--- config.mk ---
export PLATFORM = sky130hd
export DESIGN_NAME = triplet_parity_prime_filter
export DESIGN_NICKNAME = d
export VERILOG_FILES = /design/src/rtl/tpp_pkg.sv /design/src/rtl/tpp_front.sv /design/src/rtl/tpp_queue.sv /design/src/rtl/tpp_back.sv /design/src/rtl/triplet_parity_prime_filter.sv
export SDC_FILE = /design/constraint.sdc
export NUM_CORES = 1
export LEC_CHECK = 0
export ABC_AREA = 1
export BUFFER_PORTS_ARGS = -buffer_cell sky130_fd_sc_hd__buf_2
export CORE_MARGIN = 2
export CORE_UTILIZATION = 50
export DETAILED_ROUTE_END_ITERATION = 12
export GPL_TIMING_DRIVEN = 0
export PLACE_DENSITY_LB_ADDON = 0.05
export SYNTH_ARGS = -nofsm -noshare
export SYNTH_HDL_FRONTEND = slang
export SYNTH_SLANG_ARGS = --single-unit
--- constraint.sdc ---
create_clock -name clock -period 3.8 [get_ports clock]
set_input_delay 0.19 -clock clock [delete_from_list [all_inputs] [get_ports clock]]
set_output_delay 0.19 -clock clock [all_outputs]
set_load 0.05 [all_outputs]
--- src/rtl/tpp_pkg.sv ---
package tpp_pkg;

   localparam int VALUE_BITS  = 10;
   localparam int QUEUE_DEPTH = 2;
   localparam int QPTR_W      = (QUEUE_DEPTH > 1) ? $clog2(QUEUE_DEPTH) : 1;
   localparam int QCNT_W      = $clog2(QUEUE_DEPTH + 1);

   // divisor, its square, shifted remainder and bit counter widths
   localparam int DIV_W = VALUE_BITS + 1;
   localparam int SQ_W  = 2 * DIV_W;
   localparam int REM_W = VALUE_BITS + 2;
   localparam int CNT_W = (VALUE_BITS > 1) ? $clog2(VALUE_BITS) : 1;

   typedef struct packed {
      logic [VALUE_BITS-1:0] value;
      logic                  needs_trial;
   } tpp_entry_type;

   typedef enum logic [1:0] {
      BK_IDLE,
      BK_CHECK,
      BK_DIVIDE,
      BK_DONE
   } tpp_back_state_type;

endpackage

--- src/rtl/tpp_front.sv ---
module tpp_front
   import tpp_pkg::*;
(
   input  logic                  clock,
   input  logic                  reset,
   input  logic                  req_valid,
   output logic                  req_stall,
   input  logic [VALUE_BITS-1:0] req_value,
   input  logic                  req_restart,
   input  logic                  queue_full,
   output logic                  push,
   output tpp_entry_type         push_entry
);

   logic [VALUE_BITS-1:0] older_ff, older_in;
   logic [VALUE_BITS-1:0] newer_ff, newer_in;
   logic [1:0]            fill_ff, fill_in;
   logic                  accept;
   logic [1:0]            fill_eff;
   logic                  is_two;
   logic                  odd_candidate;

   assign req_stall = queue_full;
   assign accept    = req_valid && !req_stall;

   always_comb begin
      fill_eff      = req_restart ? 2'd0 : fill_ff;
      is_two        = (req_value == VALUE_BITS'(2));
      odd_candidate = req_value[0] && (req_value >= VALUE_BITS'(3));

      // only values that can still be prime go on to the back end
      push                   = accept && (fill_eff == 2'd2) && (older_ff[0] ^ newer_ff[0])
                               && (is_two || odd_candidate);
      push_entry.value       = req_value;
      push_entry.needs_trial = !is_two;

      older_in = older_ff;
      newer_in = newer_ff;
      fill_in  = fill_ff;
      if (accept) begin
         older_in = newer_ff;
         newer_in = req_value;
         fill_in  = (fill_eff == 2'd2) ? 2'd2 : fill_eff + 2'd1;
      end
   end

   always_ff @(posedge clock) begin
      if (reset) begin
         older_ff <= '0;
         newer_ff <= '0;
         fill_ff  <= 2'd0;
      end else begin
         older_ff <= older_in;
         newer_ff <= newer_in;
         fill_ff  <= fill_in;
      end
   end

endmodule

--- src/rtl/tpp_queue.sv ---
module tpp_queue
   import tpp_pkg::*;
(
   input  logic          clock,
   input  logic          reset,
   input  logic          push,
   input  tpp_entry_type push_entry,
   input  logic          pop,
   output logic          full,
   output logic          not_empty,
   output tpp_entry_type head
);

   tpp_entry_type     slot_ff [QUEUE_DEPTH];
   logic [QPTR_W-1:0] wr_ptr_ff, wr_ptr_in;
   logic [QPTR_W-1:0] rd_ptr_ff, rd_ptr_in;
   logic [QCNT_W-1:0] count_ff, count_in;

   function automatic logic [QPTR_W-1:0] ptr_next(input logic [QPTR_W-1:0] p);
      if (p == QPTR_W'(QUEUE_DEPTH - 1)) begin
         ptr_next = '0;
      end else begin
         ptr_next = p + QPTR_W'(1);
      end
   endfunction

   assign full      = (count_ff == QCNT_W'(QUEUE_DEPTH));
   assign not_empty = (count_ff != '0);
   assign head      = slot_ff[rd_ptr_ff];

   always_comb begin
      wr_ptr_in = push ? ptr_next(wr_ptr_ff) : wr_ptr_ff;
      rd_ptr_in = pop ? ptr_next(rd_ptr_ff) : rd_ptr_ff;
      count_in  = count_ff;
      if (push && !pop) begin
         count_in = count_ff + QCNT_W'(1);
      end else if (pop && !push) begin
         count_in = count_ff - QCNT_W'(1);
      end
   end

   always_ff @(posedge clock) begin
      if (reset) begin
         wr_ptr_ff <= '0;
         rd_ptr_ff <= '0;
         count_ff  <= '0;
      end else begin
         wr_ptr_ff <= wr_ptr_in;
         rd_ptr_ff <= rd_ptr_in;
         count_ff  <= count_in;
      end
   end

   always_ff @(posedge clock) begin
      if (push) begin
         slot_ff[wr_ptr_ff] <= push_entry;
      end
   end

   a_no_push_full: assert property (@(posedge clock) disable iff (reset)
      full |-> !push)
      else $error("queue written while full");

   a_no_pop_empty: assert property (@(posedge clock) disable iff (reset)
      pop |-> not_empty)
      else $error("queue read while empty");

   a_count_bound: assert property (@(posedge clock) disable iff (reset)
      count_ff <= QCNT_W'(QUEUE_DEPTH))
      else $error("queue count out of range");

endmodule

--- src/rtl/tpp_back.sv ---
module tpp_back
   import tpp_pkg::*;
(
   input  logic                  clock,
   input  logic                  reset,
   input  logic                  queue_not_empty,
   input  tpp_entry_type         queue_head,
   output logic                  pop,
   output logic                  rsp_valid,
   input  logic                  rsp_stall,
   output logic [VALUE_BITS-1:0] rsp_prime_value
);

   tpp_back_state_type    state_ff, state_in;
   logic [VALUE_BITS-1:0] num_ff, num_in;
   logic [DIV_W-1:0]      div_ff, div_in;
   logic [SQ_W-1:0]       sq_ff, sq_in;
   logic [REM_W-1:0]      rem_ff, rem_in;
   logic [CNT_W-1:0]      cnt_ff, cnt_in;
   logic                  rsp_valid_ff, rsp_valid_in;
   logic [VALUE_BITS-1:0] rsp_value_ff, rsp_value_in;
   logic [REM_W-1:0]      rem_shift;
   logic [REM_W-1:0]      rem_step;
   logic                  out_free;

   assign rsp_valid       = rsp_valid_ff;
   assign rsp_prime_value = rsp_value_ff;
   assign out_free        = !rsp_valid_ff || !rsp_stall;

   always_comb begin
      // one restoring division step per cycle
      rem_shift = {rem_ff[REM_W-2:0], num_ff[cnt_ff]};
      rem_step  = (rem_shift >= REM_W'(div_ff)) ? rem_shift - REM_W'(div_ff) : rem_shift;

      state_in     = state_ff;
      num_in       = num_ff;
      div_in       = div_ff;
      sq_in        = sq_ff;
      rem_in       = rem_ff;
      cnt_in       = cnt_ff;
      pop          = 1'b0;
      rsp_valid_in = rsp_valid_ff && rsp_stall;
      rsp_value_in = rsp_value_ff;

      case (state_ff)
         BK_IDLE: begin
            if (queue_not_empty) begin
               pop    = 1'b1;
               num_in = queue_head.value;
               div_in = DIV_W'(3);
               sq_in  = SQ_W'(9);
               // the value two needs no divisor
               state_in = queue_head.needs_trial ? BK_CHECK : BK_DONE;
            end
         end
         BK_CHECK: begin
            if (sq_ff > SQ_W'(num_ff)) begin
               state_in = BK_DONE;
            end else begin
               rem_in   = '0;
               cnt_in   = CNT_W'(VALUE_BITS - 1);
               state_in = BK_DIVIDE;
            end
         end
         BK_DIVIDE: begin
            rem_in = rem_step;
            cnt_in = cnt_ff - CNT_W'(1);
            if (cnt_ff == '0) begin
               if (rem_step == '0) begin
                  state_in = BK_IDLE;
               end else begin
                  // (d+2)^2 = d^2 + 4d + 4
                  div_in   = div_ff + DIV_W'(2);
                  sq_in    = sq_ff + SQ_W'({div_ff, 2'b00}) + SQ_W'(4);
                  state_in = BK_CHECK;
               end
            end
         end
         BK_DONE: begin
            if (out_free) begin
               rsp_valid_in = 1'b1;
               rsp_value_in = num_ff;
               state_in     = BK_IDLE;
            end
         end
         default: begin
            state_in = BK_IDLE;
         end
      endcase
   end

   always_ff @(posedge clock) begin
      if (reset) begin
         state_ff     <= BK_IDLE;
         rsp_valid_ff <= 1'b0;
      end else begin
         state_ff     <= state_in;
         rsp_valid_ff <= rsp_valid_in;
      end
   end

   always_ff @(posedge clock) begin
      num_ff       <= num_in;
      div_ff       <= div_in;
      sq_ff        <= sq_in;
      rem_ff       <= rem_in;
      cnt_ff       <= cnt_in;
      rsp_value_ff <= rsp_value_in;
   end

   a_div_odd: assert property (@(posedge clock) disable iff (reset)
      (state_ff == BK_CHECK || state_ff == BK_DIVIDE) |-> div_ff[0])
      else $error("trial divisor is even");

   a_rem_below_div: assert property (@(posedge clock) disable iff (reset)
      (state_ff == BK_DIVIDE) |-> (rem_ff < REM_W'(div_ff)))
      else $error("partial remainder not reduced");

   a_result_shape: assert property (@(posedge clock) disable iff (reset)
      rsp_valid_ff |-> (rsp_value_ff[0] || rsp_value_ff == VALUE_BITS'(2)))
      else $error("result is an even value other than two");

   a_pop_only_idle: assert property (@(posedge clock) disable iff (reset)
      pop |-> (state_ff == BK_IDLE))
      else $error("queue read while a trial is running");

endmodule

--- src/rtl/triplet_parity_prime_filter.sv ---
// triplet parity prime filter
// request channel: req_value and req_restart, accepted when req_valid is high
// and req_stall low. a request with req_restart set starts a new list.
// result channel: rsp_prime_value, taken when rsp_valid is high and rsp_stall
// low. a result is given for a request once two earlier list values are held,
// they differ in parity and the request value is prime.
// the front end takes one request per cycle while req_stall is low and drops
// those that cannot pass; candidates go through a two-entry queue to the
// trial division engine. the engine tests odd divisors from 3 while the
// divisor squared stays at or below the value, each with a square check and
// a bit-serial remainder, one bit per cycle. the value two goes to the result
// without a trial divisor.
// after reset the window is empty, the queue is empty and rsp_valid is low.
// while rsp_stall is high the result is held, the engine waits with its next
// result, the queue fills and then req_stall goes high.
module triplet_parity_prime_filter
   import tpp_pkg::*;
(
   input  logic                  clock,
   input  logic                  reset,
   input  logic                  req_valid,
   output logic                  req_stall,
   input  logic [VALUE_BITS-1:0] req_value,
   input  logic                  req_restart,
   output logic                  rsp_valid,
   input  logic                  rsp_stall,
   output logic [VALUE_BITS-1:0] rsp_prime_value
);

   logic          push;
   tpp_entry_type push_entry;
   logic          pop;
   logic          queue_full;
   logic          queue_not_empty;
   tpp_entry_type queue_head;

   tpp_front u_front (
      .clock      (clock),
      .reset      (reset),
      .req_valid  (req_valid),
      .req_stall  (req_stall),
      .req_value  (req_value),
      .req_restart(req_restart),
      .queue_full (queue_full),
      .push       (push),
      .push_entry (push_entry)
   );

   tpp_queue u_queue (
      .clock     (clock),
      .reset     (reset),
      .push      (push),
      .push_entry(push_entry),
      .pop       (pop),
      .full      (queue_full),
      .not_empty (queue_not_empty),
      .head      (queue_head)
   );

   tpp_back u_back (
      .clock          (clock),
      .reset          (reset),
      .queue_not_empty(queue_not_empty),
      .queue_head     (queue_head),
      .pop            (pop),
      .rsp_valid      (rsp_valid),
      .rsp_stall      (rsp_stall),
      .rsp_prime_value(rsp_prime_value)
   );

endmodule

==> flow_summary_export.csv <==
group,metric,value,unit
sta,hold_violations,0,
layout,diodes,0,
die,die_h,110,um
place,dp.cells,801,
place,pre_cts_ws,-0.473,ns
sta,finalMaxSlewViolations,0,
clocking,numCtsBuffers,9,
grt,grt_antenna_before_repair,0,
synthesis,synthArstFlopShare,0,
hold_path,min_path_cells,1,
critical_path,arrival,3.57,ns
clocking,cts_tree,"yes",
power_and_ir_drop,power.density,892,mW/mm^2
layout,drive_gt1_frac,0.103,
sta,fmaxAchievable,288,MHz
die,core,0.0109,mm^2
sta,fin_ws,0.329,ns
grt,track_usage,0.209,
routing,vias_per_cell,5.34,
sta,finalWorstPathRequiredPeriod,3.47,ns
routing,totalWireLength,11800,um
synthesis,synthCells,635,
sta,fin_crit_sh,0.913,
power_and_ir_drop,cellLeakagePower,2.73,nW
synthesis,syn_area,0.00564,mm^2
die,die-area,0.0121,mm^2
critical_path,worst_r2r_endpoint,"u_back.div_ff[7]$_SDFFCE_PN0P_",
layout,final_cells,821,
clocking,hold_buffers,0,
critical_path,worstPathRequired,3.90,ns
routing,drt_iter0_markers,294,
layout,nFillCells,1000,
hold_path,worstHoldEndpoint,"u_queue.slot_ff[0][7]$_DFFE_PP_",
power_and_ir_drop,power.total,5.60,mW
sta,max_slew_margin,0.347,
routing,wl_per_cell,14.4,um
layout,most-common-layout-cells,"145 x nand2_1, 86 x inv_1, 86 x edfxtp_1, 55 x a21oi_1, 55 x nor2_1",
critical_path,crit_type,"reg -> reg",
clocking,clock_sink_count,98,
critical_path,rrSetupSlack,0.33,ns
synthesis,syn_avg_cell_area,8.87,um^2
layout,final_nets,737,
layout,final_common_cell,"nand2_1",
job,maxCapViolations,0,
die,dieWidth,110,um
synthesis,seq_area_frac_synth,0.501,
sta,finalSetupViolations,0,
clocking,path_clk_slew,0.07,ns
sta,rsz0062_at_grt,"no",
routing,antenna_left,0,
sta,clock_skew,0.0114,ns
sta,holdWs,0.0458,ns
grt,grt_first_pass_wirelength,19500,um
sta,finalSetupTns,0,ns
synthesis,synth_edf_count,86,
grt,grt_max_degree,18,
place,dp_hpwl,8930,um
critical_path,end_kind,"register",
clocking,insertion_delay,0.34,ns
die,rows,38,
run_status,outcome,"finished, final reports clean",
grt,grt-ovfl-total,0,
die,io_pins,27,
sta,worstMarginPinSlew,0.979,ns
grt,grt_pass1_vias,4150,
die,initial_utilization,0.515,
critical_path,critPathLaunchType,"register",
routing,vias,4383,
synthesis,ys_types,42,
critical_path,r2r-start,"u_back.cnt_ff[0]$_SDFFCE_PN1P_",
synthesis,ys_warn_count,0,
clocking,clockBufferDepth,2,
place,gp_congestion,0.902,
critical_path,rr_worst_depth,24,
synthesis,ys_ff_latch,98,
synthesis,synth_ff_type,"edfxtp_1",
critical_path,cp_max_fo,10,
hold_path,holdCritStartpoint,"req_value[6]",
hold_path,hp-class,"in -> reg",
place,numPortBuffers,26,
synthesis,syn-num-nets,695,
power_and_ir_drop,ir_drop,0.000422,V
routing,drcViolationCount,0,
routing,first_pass_iters,5,
clocking,root_buffer,"clkbuf_16",
clocking,htree_levels,3,
layout,syn2layout_area_growth,11.5,%
critical_path,startpoint,"u_back.cnt_ff[0]$_SDFFCE_PN1P_",
-- layout make-up --
type	instances	area [um^2]	area share
Sequential cell	98	2820	0.449
Timing Repair Buffer	30	173	0.0275
Inverter	89	338	0.0538
Clock buffer	9	225	0.0359
Tap cell	140	175	0.0279
Clock inverter	6	51.3	0.00817
Buffer	8	46.3	0.00737
Timing Repair inverter	1	7.51	0.00120
Multi-Input combinational cell	440	2440	0.389
-- cell usage after synthesis, types with 2 or more instances --
cell type | number | area [um^2]
inv_1 | 87 | 327
nor2_1 | 56 | 210
fa_1 | 2 | 40.0
nand3_1 | 32 | 160
o21ai_0 | 36 | 180
or4_1 | 3 | 22.5
o21ai_2 | 2 | 17.5
or2_2 | 2 | 12.5
dfxtp_1 | 12 | 240
nand2_1 | 145 | 544
nand2_2 | 7 | 43.8
nor4_1 | 6 | 37.5
a211oi_1 | 4 | 30.0
o21a_1 | 2 | 15.0
nor2_2 | 2 | 12.5
xnor2_1 | 2 | 17.5
nor3_1 | 15 | 75.1
inv_2 | 2 | 7.51
nand4_1 | 2 | 12.5
a31oi_1 | 2 | 12.5
edfxtp_1 | 86 | 2580
o211ai_1 | 3 | 22.5
a21oi_1 | 55 | 275
and3_1 | 3 | 18.8
nand3_2 | 2 | 20.0
ha_1 | 43 | 538
clkbuf_1 | 7 | 26.3
-- worst max-delay path, stage by stage (launching register included) --
cell        delay (ns)
edfxtp_1          0.46
inv_2             0.16
nand2_1           0.07
nand3_1           0.07
nand3_1           0.07
nand3_1           0.10
nand2_2           0.12
fa_2              0.40
nand3_1           0.10
nand3_1           0.15
nand2_1           0.12
nand3_1           0.07
nand2_1           0.06
nand2_1           0.04
nand2_1           0.08
nand2_1           0.09
nor2_1            0.11
nand2_1           0.05
nor2_1            0.10
nand3_1           0.09
nor2_2            0.17
nand3_1           0.10
nand3_2           0.16
clkinvlp_4        0.10
buf_4             0.18
-- worst max path at each step --
stage,to,slack (ns),cells after the start
2_1_floorplan,u_back.div_ff[10]$_SDFFCE_PN0P_,0.47,22
3_3_place_gp,u_back.div_ff[7]$_SDFFCE_PN0P_,-0.37,22
3_5_place_dp,u_back.sq_ff[12]$_SDFFCE_PN0P_,-0.47,22
4_1_cts,u_back.sq_ff[5]$_SDFFCE_PN0P_,0.05,23
5_1_grt,u_back.div_ff[7]$_SDFFCE_PN0P_,0.002,24
6_report,u_back.div_ff[7]$_SDFFCE_PN0P_,0.33,24
-- metal layers --
layer	vias to the layer above	routed length, um	track usage
li1	2251	-	-
met1	2035	5450	0.266
met2	84	5840	0.369
met3	13	401	0.0364
met4	0	147	0.0563
met5	-	0	0
-- power by group --
part	switching [mW]	internal, mW
clock network	0.409	0.451
registers	0.229	1.62
logic	1.91	0.983
-- registers in the layout, summed over array words and instances (netlist names), named ones only --
| name | cells |
|---|---|
| u_back.cnt_ff | 4 |
| u_back.div_ff | 10 |
| u_back.num_ff | 10 |
| u_back.rem_ff | 11 |
| u_back.rsp_prime_value | 10 |
| u_back.rsp_valid | 1 |
| u_back.sq_ff | 19 |
| u_back.state_ff | 2 |
| u_front.fill_ff | 2 |
| u_front.newer_ff | 1 |
| u_front.older_ff | 1 |
| u_queue.count_ff | 2 |
| u_queue.rd_ptr_ff | 1 |
| u_queue.slot_ff | 22 |
| u_queue.wr_ptr_ff | 1 |
-- metrics by stage --
stage | util | instance area [um^2]
5_1_grt | 0.574 | 6280
3_5_place_dp | 0.543 | 5940
4_1_cts | 0.573 | 6260
6_report | 0.574 | 6280
2_1_floorplan | - | 5640
3_3_place_gp | 0.543 | 5940
-- what timing repair did --
action                                  4_1_cts  5_1_grt
endpoints found under the setup margin       29       29
setup buffers                                 3        1
gates resized for setup                       2        3
endpoints found under the hold margin         0        0
gates cloned                                  1        0
-- cells by family after synthesis --
kind of cell | after synthesis | share of synthesized area
xor gates and xnor gates | 3 | 0.00466
DFF | 98 | 0.501
adders and majority gates | 45 | 0.103
AOI/OAI and AO/OA | 112 | 0.109
and+or+nand+nor | 280 | 0.215
buffers and inverters | 97 | 0.0675
Power figures use the tool's default switching activity.
